**config.mk**
```make
export PLATFORM = sky130hd
export DESIGN_NAME = bresenham_line_stepper
export DESIGN_NICKNAME = d
export VERILOG_FILES = /design/src/rtl/core/bls_pkg.sv /design/src/rtl/core/bls_setup.sv /design/src/rtl/core/bls_step.sv /design/src/rtl/core/bresenham_line_stepper.sv
export SDC_FILE = /design/constraint.sdc
export NUM_CORES = 1
export LEC_CHECK = 0
export ABC_AREA = 1
export CAP_MARGIN = 20
export CORE_ASPECT_RATIO = 0.5
export CORE_MARGIN = 2
export CORE_UTILIZATION = 60
export DETAILED_ROUTE_END_ITERATION = 7
export DONT_BUFFER_PORTS = 1
export PLACE_DENSITY = 0.8
export SETUP_SLACK_MARGIN = 0.2
export SYNTH_ARGS = -nofsm -noshare
export SYNTH_HDL_FRONTEND = slang
export SYNTH_HIERARCHICAL = 1
export SYNTH_SLANG_ARGS = --single-unit
```
**constraint.sdc**
```tcl
create_clock -name clk -period 7.8 [get_ports clk]
set_clock_uncertainty 0.2 [all_clocks]
set_input_delay 1.17 -clock clk [delete_from_list [all_inputs] [get_ports clk]]
set_output_delay 1.17 -clock clk [all_outputs]
set_load 0.01 [all_outputs]
```
**src/rtl/core/bls_pkg.sv**
```systemverilog
// Shared constants and types for the Bresenham line stepper.
`default_nettype none

package bls_pkg;

  // Default coordinate width in bits.
  localparam int COORD_BITS_DEFAULT = 16;

  // Command codes carried in the input tuser bit.
  localparam logic OP_START   = 1'b0;
  localparam logic OP_ADVANCE = 1'b1;

  // Control flags handed from the setup stage to the stepping stage.
  typedef struct packed {
    logic start;           // word is a start command
    logic major_negative;  // major axis walks downward
    logic minor_negative;  // minor axis walks downward
    logic axes_swapped;    // steep line, y is the major axis
    logic line_active;     // new line has at least one pixel
  } bls_flags_t;

endpackage

`default_nettype wire

```
**src/rtl/core/bls_setup.sv**
```systemverilog
// Setup stage: decodes a command word and registers the line parameters.
`default_nettype none

module bls_setup #(
  parameter int COORD_BITS = bls_pkg::COORD_BITS_DEFAULT
) (
  input  wire logic                         clk,
  input  wire logic                         rst,
  // Upstream side
  input  wire logic                         in_valid,
  output      logic                         in_ready,
  input  wire logic                         opcode,
  input  wire logic [COORD_BITS-1:0]        x_start,
  input  wire logic [COORD_BITS-1:0]        y_start,
  input  wire logic [COORD_BITS-1:0]        x_end,
  input  wire logic [COORD_BITS-1:0]        y_end,
  // Downstream side
  output      logic                         out_valid,
  input  wire logic                         out_ready,
  output      bls_pkg::bls_flags_t          flags,
  output      logic [COORD_BITS-1:0]        major_pos,
  output      logic [COORD_BITS-1:0]        minor_pos,
  output      logic [COORD_BITS-1:0]        major_end,
  output      logic signed [COORD_BITS+2:0] error_term,
  output      logic [COORD_BITS+1:0]        twice_minor_delta,
  output      logic signed [COORD_BITS+2:0] twice_delta_difference
);

  localparam int DIFF_BITS = COORD_BITS + 1;

  logic signed [DIFF_BITS-1:0] dx;
  logic signed [DIFF_BITS-1:0] dy;
  logic [COORD_BITS-1:0]       dx_abs;
  logic [COORD_BITS-1:0]       dy_abs;
  logic [COORD_BITS-1:0]       d_major;
  logic [COORD_BITS-1:0]       d_minor;
  logic                        steep;
  bls_pkg::bls_flags_t         flags_next;

  // Signed spans and their magnitudes; a magnitude always fits the coordinate width.
  always_comb begin
    dx = $signed({x_end[COORD_BITS-1], x_end}) - $signed({x_start[COORD_BITS-1], x_start});
    dy = $signed({y_end[COORD_BITS-1], y_end}) - $signed({y_start[COORD_BITS-1], y_start});
    dx_abs = dx[DIFF_BITS-1] ? COORD_BITS'(-dx) : COORD_BITS'(dx);
    dy_abs = dy[DIFF_BITS-1] ? COORD_BITS'(-dy) : COORD_BITS'(dy);
    steep  = (dy_abs >= dx_abs);
    d_major = steep ? dy_abs : dx_abs;
    d_minor = steep ? dx_abs : dy_abs;
  end

  // Flags for the stepping stage.
  always_comb begin
    flags_next.start          = (opcode == bls_pkg::OP_START);
    flags_next.axes_swapped   = steep;
    flags_next.major_negative = steep ? dy[DIFF_BITS-1] : dx[DIFF_BITS-1];
    flags_next.minor_negative = steep ? dx[DIFF_BITS-1] : dy[DIFF_BITS-1];
    flags_next.line_active    = (d_major != '0);
  end

  assign in_ready = !out_valid || out_ready;

  // Stage valid bit.
  always_ff @(posedge clk) begin
    if (rst) begin
      out_valid <= 1'b0;
    end else if (in_ready) begin
      out_valid <= in_valid;
    end
  end

  // Registered line parameters.
  always_ff @(posedge clk) begin
    if (in_valid && in_ready) begin
      flags                  <= flags_next;
      major_pos              <= steep ? y_start : x_start;
      minor_pos              <= steep ? x_start : y_start;
      major_end              <= steep ? y_end : x_end;
      twice_minor_delta      <= {1'b0, d_minor, 1'b0};
      error_term             <= $signed({2'b00, d_minor, 1'b0}) - $signed({3'b000, d_major});
      twice_delta_difference <= $signed({2'b00, d_minor, 1'b0})
                                - $signed({2'b00, d_major, 1'b0});
    end
  end

endmodule

`default_nettype wire

```
**src/rtl/core/bls_step.sv**
```systemverilog
// Stepping stage: holds the line state and registers one result per word.
`default_nettype none

module bls_step #(
  parameter int COORD_BITS = bls_pkg::COORD_BITS_DEFAULT
) (
  input  wire logic                         clk,
  input  wire logic                         rst,
  // From the setup stage
  input  wire logic                         in_valid,
  output      logic                         in_ready,
  input  wire bls_pkg::bls_flags_t          flags,
  input  wire logic [COORD_BITS-1:0]        load_major_pos,
  input  wire logic [COORD_BITS-1:0]        load_minor_pos,
  input  wire logic [COORD_BITS-1:0]        load_major_end,
  input  wire logic signed [COORD_BITS+2:0] load_error_term,
  input  wire logic [COORD_BITS+1:0]        load_twice_minor_delta,
  input  wire logic signed [COORD_BITS+2:0] load_twice_delta_difference,
  // Result side
  output      logic                         out_valid,
  input  wire logic                         out_ready,
  output      logic [COORD_BITS-1:0]        pixel_x,
  output      logic [COORD_BITS-1:0]        pixel_y,
  output      logic                         point_valid,
  output      logic                         last
);

  localparam int ERR_BITS = COORD_BITS + 3;

  // Line state.
  logic [COORD_BITS-1:0]      major_pos;
  logic [COORD_BITS-1:0]      minor_pos;
  logic [COORD_BITS-1:0]      major_end;
  logic signed [ERR_BITS-1:0] error_term;
  logic [COORD_BITS+1:0]      twice_minor_delta;
  logic signed [ERR_BITS-1:0] twice_delta_difference;
  logic                       major_negative;
  logic                       minor_negative;
  logic                       axes_swapped;
  logic                       line_active;

  // Current view: freshly loaded values on a start, held state otherwise.
  logic [COORD_BITS-1:0]      cur_major;
  logic [COORD_BITS-1:0]      cur_minor;
  logic [COORD_BITS-1:0]      cur_end;
  logic signed [ERR_BITS-1:0] cur_error;
  logic [COORD_BITS+1:0]      cur_tmd;
  logic signed [ERR_BITS-1:0] cur_tdd;
  logic                       cur_major_neg;
  logic                       cur_minor_neg;
  logic                       cur_swapped;
  logic                       cur_active;

  logic [COORD_BITS-1:0]      major_pos_next;
  logic [COORD_BITS-1:0]      minor_pos_next;
  logic signed [ERR_BITS-1:0] error_term_next;
  logic                       line_active_next;
  logic                       last_next;
  logic                       accept;

  assign in_ready = !out_valid || out_ready;
  assign accept   = in_valid && in_ready;

  always_comb begin
    if (flags.start) begin
      cur_major     = load_major_pos;
      cur_minor     = load_minor_pos;
      cur_end       = load_major_end;
      cur_error     = load_error_term;
      cur_tmd       = load_twice_minor_delta;
      cur_tdd       = load_twice_delta_difference;
      cur_major_neg = flags.major_negative;
      cur_minor_neg = flags.minor_negative;
      cur_swapped   = flags.axes_swapped;
      cur_active    = flags.line_active;
    end else begin
      cur_major     = major_pos;
      cur_minor     = minor_pos;
      cur_end       = major_end;
      cur_error     = error_term;
      cur_tmd       = twice_minor_delta;
      cur_tdd       = twice_delta_difference;
      cur_major_neg = major_negative;
      cur_minor_neg = minor_negative;
      cur_swapped   = axes_swapped;
      cur_active    = line_active;
    end
  end

  // One Bresenham step: the minor axis moves when the error is positive.
  always_comb begin
    if (cur_error > 0) begin
      error_term_next = cur_error + cur_tdd;
      minor_pos_next  = cur_minor_neg ? cur_minor - 1'b1 : cur_minor + 1'b1;
    end else begin
      error_term_next = cur_error + $signed({1'b0, cur_tmd});
      minor_pos_next  = cur_minor;
    end
    major_pos_next   = cur_major_neg ? cur_major - 1'b1 : cur_major + 1'b1;
    last_next        = (major_pos_next == cur_end);
    line_active_next = cur_active && !last_next;
  end

  // State update on every accepted word.
  always_ff @(posedge clk) begin
    if (rst) begin
      line_active <= 1'b0;
    end else if (accept) begin
      line_active <= line_active_next;
    end
  end

  always_ff @(posedge clk) begin
    if (accept) begin
      major_end              <= cur_end;
      twice_minor_delta      <= cur_tmd;
      twice_delta_difference <= cur_tdd;
      major_negative         <= cur_major_neg;
      minor_negative         <= cur_minor_neg;
      axes_swapped           <= cur_swapped;
      if (cur_active) begin
        major_pos  <= major_pos_next;
        minor_pos  <= minor_pos_next;
        error_term <= error_term_next;
      end else begin
        major_pos  <= cur_major;
        minor_pos  <= cur_minor;
        error_term <= cur_error;
      end
    end
  end

  // Result register.
  always_ff @(posedge clk) begin
    if (rst) begin
      out_valid <= 1'b0;
    end else if (in_ready) begin
      out_valid <= in_valid;
    end
  end

  always_ff @(posedge clk) begin
    if (accept) begin
      point_valid <= cur_active;
      last        <= cur_active && last_next;
      if (!cur_active) begin
        pixel_x <= '0;
        pixel_y <= '0;
      end else if (cur_swapped) begin
        pixel_x <= cur_minor;
        pixel_y <= cur_major;
      end else begin
        pixel_x <= cur_major;
        pixel_y <= cur_minor;
      end
    end
  end

endmodule

`default_nettype wire

```
**src/rtl/core/bresenham_line_stepper.sv**
```systemverilog
// Top level of the Bresenham line stepper.
//
// Input words arrive on the s_ stream. tuser carries the command: start a
// new line from the endpoints in tdata, or advance to the next pixel. Every
// input word gives exactly one result word on the m_ stream: the pixel
// coordinates in tdata, point_valid in tuser and the final-pixel mark in
// tlast. A start gives the first pixel of the new line; the end point itself
// is never given. A zero-length line, or an advance once the line is done,
// gives a word with point_valid low and zero coordinates.
// The path has two register stages. The word is first registered in the setup
// register (spans, axis choice, error seed) and then in the stepping register
// that holds the line state, which offers the result. Throughput is one word
// per cycle while the receiver takes each result; the step stage updates the
// line state on every accepted word. Reset empties both stages and ends any
// line in progress. When the receiver stalls, the result register holds its
// word and the setup register takes one more word only if it is empty; s_tready
// then stays low until the result is taken.
`default_nettype none

module bresenham_line_stepper #(
  parameter int COORD_BITS = bls_pkg::COORD_BITS_DEFAULT
) (
  input  wire logic                                 clk,
  input  wire logic                                 rst,
  // Command stream
  input  wire logic                                 s_tvalid,
  output      logic                                 s_tready,
  // tdata fields from bit 0: x_start, y_start, x_end, y_end, zero fill
  input  wire logic [((4*COORD_BITS+7)/8)*8-1:0]    s_tdata,
  // tuser fields from bit 0: opcode
  input  wire logic                                 s_tuser,
  // Pixel stream
  output      logic                                 m_tvalid,
  input  wire logic                                 m_tready,
  // tdata fields from bit 0: pixel_x, pixel_y, zero fill
  output      logic [((2*COORD_BITS+7)/8)*8-1:0]    m_tdata,
  // tuser fields from bit 0: point_valid
  output      logic                                 m_tuser,
  output      logic                                 m_tlast
);

  localparam int OUT_DATA_BITS = ((2*COORD_BITS+7)/8)*8;

  logic                         setup_valid;
  logic                         setup_ready;
  bls_pkg::bls_flags_t          setup_flags;
  logic [COORD_BITS-1:0]        setup_major_pos;
  logic [COORD_BITS-1:0]        setup_minor_pos;
  logic [COORD_BITS-1:0]        setup_major_end;
  logic signed [COORD_BITS+2:0] setup_error_term;
  logic [COORD_BITS+1:0]        setup_twice_minor_delta;
  logic signed [COORD_BITS+2:0] setup_twice_delta_difference;
  logic [COORD_BITS-1:0]        pixel_x;
  logic [COORD_BITS-1:0]        pixel_y;

  // Decode and register the line setup.
  bls_setup #(
    .COORD_BITS (COORD_BITS)
  ) u_setup (
    .clk                    (clk),
    .rst                    (rst),
    .in_valid               (s_tvalid),
    .in_ready               (s_tready),
    .opcode                 (s_tuser),
    .x_start                (s_tdata[COORD_BITS-1:0]),
    .y_start                (s_tdata[2*COORD_BITS-1:COORD_BITS]),
    .x_end                  (s_tdata[3*COORD_BITS-1:2*COORD_BITS]),
    .y_end                  (s_tdata[4*COORD_BITS-1:3*COORD_BITS]),
    .out_valid              (setup_valid),
    .out_ready              (setup_ready),
    .flags                  (setup_flags),
    .major_pos              (setup_major_pos),
    .minor_pos              (setup_minor_pos),
    .major_end              (setup_major_end),
    .error_term             (setup_error_term),
    .twice_minor_delta      (setup_twice_minor_delta),
    .twice_delta_difference (setup_twice_delta_difference)
  );

  // Walk the line and register one result per word.
  bls_step #(
    .COORD_BITS (COORD_BITS)
  ) u_step (
    .clk                         (clk),
    .rst                         (rst),
    .in_valid                    (setup_valid),
    .in_ready                    (setup_ready),
    .flags                       (setup_flags),
    .load_major_pos              (setup_major_pos),
    .load_minor_pos              (setup_minor_pos),
    .load_major_end              (setup_major_end),
    .load_error_term             (setup_error_term),
    .load_twice_minor_delta      (setup_twice_minor_delta),
    .load_twice_delta_difference (setup_twice_delta_difference),
    .out_valid                   (m_tvalid),
    .out_ready                   (m_tready),
    .pixel_x                     (pixel_x),
    .pixel_y                     (pixel_y),
    .point_valid                 (m_tuser),
    .last                        (m_tlast)
  );

  // Pack the pixel word, zero filled to whole bytes.
  assign m_tdata = OUT_DATA_BITS'({pixel_y, pixel_x});

endmodule

`default_nettype wire
```
==> flow_summary_export.csv, run 1 <==
group,metric,value,unit
run_status,status,"complete, no violations",
timing,fin_tns_setup,0,ps
yosys,netlist_area,19200,µm²
critical_path,crit_arrival,6840,ps
timing,slew_violations,0,
route,drt-initial-drc-count,2072,
clock_network,cts_resized,0,
critical_path,required,7890,ps
timing,fmax,148,MHz
timing,finalSetupViolations,0,
timing,report.final.hold_viol_count,0,
clock_network,clock_path_buffers,3,
cells_and_area,synthToLayoutAreaGrowth,5.69,%
yosys,ys_async_sr_fraction,0,%
yosys,ys_seq_area_share,38.6,%
global_route,grt_usage,31.7,%
timing,setup_ws,1050,ps
global_route,grt_start_max_net_pins,113,
global_route,antenna_found_initial,0,
timing,worst_pin_slew,1080,ps
critical_path,worstPathMaxFanout,69,
floorplanning,rows,46,
floorplanning,start_util,60.8,%
clock_network,clk_latency,540,ps
route,firstDrtPassIters,8,
power_and_ir_drop,p_leak,9.69,nW
clock_network,cts_hold_buffers,0,
floorplanning,dieArea,33500,µm²
placed_design,place_hpwl,40900,µm
clock_network,htreeDepth,1,
yosys,synth_flop_cell,"edfxtp_1",
critical_path,max_stage_delay,400,ps
clock_network,cts_tree,"built",
timing,hold_slack,315,ps
critical_path,critPathKind,"primary input to register",
route,route.detailed.drc,0,
global_route,grt_pass1_vias,15369,
critical_path,startpoint_type,"primary input",
critical_path,end_kind,"register",
floorplanning,die_w,257,µm
placed_design,port_buffers,0,
timing,slew_headroom,27.8,%
floorplanning,io_pins,105,
floorplanning,core,31600,µm²
yosys,synthCells,2582,
global_route,grt_pass1_wl,82600,µm
global_route,gr-total-overflow,0,
yosys,syn_avg_cell_area,7.44,µm²
placed_design,place_congestion,0.995,
clock_network,post_cts_buffers,0,
timing,rsz0062_at_grt,"false",
timing,min_period_over_period,86.5,%
critical_path,crit_top_cell,"nand2_1",
power_and_ir_drop,p_total,8.45,mW
cells_and_area,final_util,64.2,%
clock_network,clkTransAtPathRegs,70,ps
yosys,ys_types,60,
yosys,synth_edf_count,245,
cells_and_area,diodes,0,
clock_network,cts_buffers,24,
min_path,hp-class,"register to register",
yosys,ys_ff_latch,248,
cells_and_area,final_nets,2733,
power_and_ir_drop,powerDensity,416,nW/µm²
route,routed_wl,53300,µm
job,max_cap_violations,0,
route,detail-route-antenna-nets,0,
route,vias_per_cell,5.66,
clock_network,cts.sinks,248,
power_and_ir_drop,peakVddDrop,0.000294,V
floorplanning,die-height,131,µm
critical_path,slowest_stage,"xor2_1",
placed_design,post-place-ws,616,ps
cells_and_area,drive_gt1_share,7.66,%
route,dr_total_vias,17003,
route,wire_per_inst,17.7,µm
timing,period_needed,6750,ps
clock_network,root_buffer,"clkbuf_16",
yosys,ys_warn_count,6,
## worst max-delay path: cells and delay by family
family	cells	cell delay (ps)
AOI/OAI and AO/OA	6	860
xor gates and xnor gates	1	400
adders and majority gates	4	1360
buffers and inverters	7	720
and+or+nand+nor	19	2300
## layout by cell type, fill, tap and decap left out, types with 9 or more instances in the layout
cell	instances
nand2_1	878
inv_1	326
edfxtp_1	245
o21ai_0	155
nor2_1	140
nand3_1	131
a21oi_1	113
ha_1	104
xor2_1	55
nand2_2	44
a31oi_1	36
nand4_1	35
or2_2	35
o21ai_1	35
clkbuf_16	25
o21ai_2	24
xnor2_1	20
nor3_1	17
buf_4	16
inv_2	14
a21o_1	10
nand3b_1	9
## cells by family (layout without fill, tap and decap cells)
logic type / Yosys count / after routing / share of synthesized area, %
adders and majority gates: 109 / 109 / 7.30
and+or+nand+nor: 1326 / 1326 / 29.4
xor gates and xnor gates: 78 / 78 / 3.78
DFF: 248 / 248 / 38.6
other: 1 / 3 / 0.0195
AOI/OAI and AO/OA: 404 / 404 / 11.8
buffers and inverters: 415 / 402 / 9.00
muxes: 1 / 1 / 0.0521
## synthesized netlist by cell type, types with 6 or more instances
cell      instances  area share (%)
nand2_1         878              17
inv_1           327             6.4
edfxtp_1        245              38
o21ai_0         155             4.0
nor2_1          140             2.7
nand3_1         131             3.4
a21oi_1         114             3.0
ha_1            104             6.8
xor2_1           55             2.5
nand2_2          44             1.4
a31oi_1          36             1.2
o21ai_1          36            0.94
nand4_1          35             1.1
or2_2            35             1.1
clkbuf_1         30            0.59
o21ai_2          24             1.1
xnor2_1          20            0.91
buf_2            19            0.50
nor3_1           17            0.44
inv_2            14            0.27
buf_6            11            0.64
a21o_1           10            0.39
buf_4            10            0.39
nand3b_1          9            0.35
and2_1            7            0.23
nand3_2           6            0.31
nor2_2            6            0.20
## metal layers
| metal | GRT usage (%) | routed length [µm] | up-vias | share of wire, % |
|---|---|---|---|---|
| li1 | - | - | 8436 | - |
| met1 | 43.9 | 24000 | 7771 | 45 |
| met2 | 51.3 | 23400 | 674 | 44 |
| met3 | 4.07 | 3680 | 122 | 6.9 |
| met4 | 12.1 | 2200 | 0 | 4.1 |
| met5 | 0 | 0 | - | 0 |
## power breakdown
group,leakage [nW],total [mW],switching [mW],internal (mW)
Combinational,6.91,5.03,3.44,1.60
Clock,0.398,1.25,0.519,0.727
Sequential,2.38,2.17,0.112,2.06
Total,9.69,8.45,4.07,4.38
## final cells by class
class	count	area [µm²]
sequential	248	7420
fill	2735	11300
multi-input combinational	1921	10100
clock buffer	31	658
tap	432	541
timing repair buffer	17	140
clock inverter	11	156
inverter	343	1300
## per-stage QoR
stage,cells,instance area [µm²]
global placement,2961,19500
detailed placement,2961,19500
global route,3003,20300
finish,3003,20300
floorplan,2584,19200
CTS,3003,20300
## flip-flops by register name (all words and copies together) (netlist names), 5 cells and up
register                        flops
u_setup/error_term                 18
u_setup/flags                       5
u_setup/major_end                  16
u_setup/major_pos                  16
u_setup/minor_pos                  16
u_setup/twice_delta_difference     17
u_setup/twice_minor_delta          16
u_step/error_term                  19
u_step/major_end                   16
u_step/major_pos                   16
u_step/minor_pos                   16
u_step/pixel_x                     16
u_step/pixel_y                     16
u_step/twice_delta_difference      19
u_step/twice_minor_delta           18
## worst paths after layout
kind                      start                     end  slack [ps]  cells past startpoint
min reg2reg  u_step/line_active      u_step/line_active         310                      2
min          u_step/line_active      u_step/line_active         310                      2
max                 s_tdata[32]  u_setup/error_term[13]        1050                     37
max reg2reg    u_setup/flags[4]   u_step/error_term[15]        2350                     19
Note: power is estimated with default switching activity, not from simulation.
==> run 2, diff against run 1 <==
--- a/config.mk
+++ b/config.mk
@@ -12,7 +12,7 @@
 export CORE_UTILIZATION = 60
 export DETAILED_ROUTE_END_ITERATION = 7
 export DONT_BUFFER_PORTS = 1
-export PLACE_DENSITY = 0.8
+export PLACE_DENSITY = 0.76
 export SETUP_SLACK_MARGIN = 0.2
 export SYNTH_ARGS = -nofsm -noshare
 export SYNTH_HDL_FRONTEND = slang
==> flow_summary_export.csv, run 2 (synthesis results as in run 1) <==
group,metric,value,unit
run_status,status,"complete, no violations",
power_and_ir_drop,powerDensity,414,nW/µm²
clock_network,clk_latency,550,ps
clock_network,clkTransAtPathRegs,80,ps
route,route.detailed.drc,0,
timing,min_period_over_period,87.8,%
critical_path,regToRegSetupSlack,2770,ps
floorplanning,die_w,257,µm
global_route,antenna_found_initial,0,
timing,fin_tns_setup,0,ps
min_path,min_to,"u_step/line_active",
power_and_ir_drop,p_total,8.37,mW
route,dr_total_vias,17147,
global_route,grt_pass1_wl,83500,µm
clock_network,cts.sinks,248,
placed_design,place_congestion,0.980,
cells_and_area,mostFrequentLayoutCells,"nand2_1, inv_1, edfxtp_1",
clock_network,clock_path_buffers,3,
placed_design,port_buffers,0,
critical_path,startpoint_type,"primary input",
placed_design,place_inst,2964,
clock_network,cts_buffers,23,
placed_design,place_hpwl,42000,µm
route,firstDrtPassIters,8,
floorplanning,dieArea,33500,µm²
route,routed_wl,54500,µm
floorplanning,start_util,60.8,%
global_route,grt_usage,31.9,%
power_and_ir_drop,peakVddDrop,0.000336,V
critical_path,r2r_end,"u_step/error_term[15]",
power_and_ir_drop,p_leak,9.65,nW
global_route,gr-total-overflow,0,
route,drt-initial-drc-count,1956,
critical_path,worstPathMaxFanout,75,
clock_network,cts_hold_buffers,0,
global_route,grt_start_max_net_pins,87,
timing,rsz0062_at_grt,"false",
floorplanning,rows,46,
critical_path,crit_arrival,6960,ps
global_route,grt_pass1_vias,15541,
clock_network,cts_resized,0,
critical_path,end_kind,"register",
cells_and_area,final_cells,3007,
timing,worst_pin_slew,1000,ps
critical_path,max_stage_delay,440,ps
cells_and_area,final_util,64.0,%
cells_and_area,reg.largest.list,"u_step/error_term (19), u_step/twice_delta_difference (19)",
critical_path,critPathKind,"primary input to register",
clock_network,post_cts_buffers,0,
min_path,holdPathStages,2,
critical_path,required,7910,ps
min_path,hold_start,"u_step/line_active",
min_path,hp-class,"register to register",
clock_network,htreeDepth,1,
timing,fmax,146,MHz
cells_and_area,final_common_cell,"nand2_1",
critical_path,r2r-start,"u_setup/flags[4]",
route,wire_per_inst,18.1,µm
clock_network,cts_tree,"built",
route,vias_per_cell,5.70,
route,detail-route-antenna-nets,0,
cells_and_area,final_nets,2735,
cells_and_area,synthToLayoutAreaGrowth,5.27,%
timing,period_needed,6850,ps
job,max_cap_violations,0,
floorplanning,die-height,131,µm
timing,slew_violations,0,
clock_network,root_buffer,"clkbuf_16",
floorplanning,io_pins,105,
timing,finalSetupViolations,0,
timing,report.final.hold_viol_count,0,
critical_path,ff2ff_path_depth,20,
floorplanning,core,31600,µm²
timing,slew_headroom,33.1,%
cells_and_area,drive_gt1_share,7.81,%
critical_path,slowest_stage,"ha_1",
critical_path,crit_top_cell,"nand2_1",
## run 2: critical path, delay by kind of cell
kind,cells,cell delay (ps)
AND/OR/NAND/NOR,19,2240
adder cells (fa/ha/maj),4,1370
XOR/XNOR,1,390
AO/OA/AOI/OAI,6,1090
buffers and inverters,7,660
## run 2: worst max-delay path by stage
stage,from,to,slack [ps],cells after the start
after floorplan,m_tready,u_setup/error_term[0],670,4
after global placement,s_tdata[32],u_setup/error_term[16],700,35
after detailed placement,s_tdata[32],u_setup/error_term[13],550,37
after CTS,s_tdata[32],u_setup/error_term[13],1100,37
after global routing,s_tdata[32],u_setup/error_term[16],480,35
final,s_tdata[32],u_setup/error_term[13],950,37
## run 2: per-stage QoR
stage          setup WS, ps  instance area (µm²)  hold slack (ps)
2_1_floorplan           666                19200              239
3_3_place_gp            705                19500              289
3_5_place_dp            555                19500              293
4_1_cts                1100                20200              304
5_1_grt                 483                20200              325
6_report                952                20200              301
## run 2: layout make-up
type	instances	area (µm²)
Antenna cell	1	2.50
Timing Repair Buffer	20	150
Inverter	343	1300
Fill cell	2823	11400
Sequential cell	248	7420
Multi-Input combinational cell	1921	10100
Clock inverter	16	134
Clock buffer	26	587
Tap cell	432	541
## run 2: report_power, final
part,total [mW],switching [mW],internal (mW)
Clock,1.14,0.529,0.610
Sequential,2.17,0.113,2.06
Combinational,5.06,3.45,1.61
## run 2: per-layer routing
layer | vias up | wire length (µm) | global-route usage (%)
li1 | 8421 | - | -
met1 | 7905 | 24100 | 43.4
met2 | 713 | 24600 | 54.1
met3 | 108 | 3890 | 3.63
met4 | 0 | 1950 | 10.7
met5 | - | 0 | 0
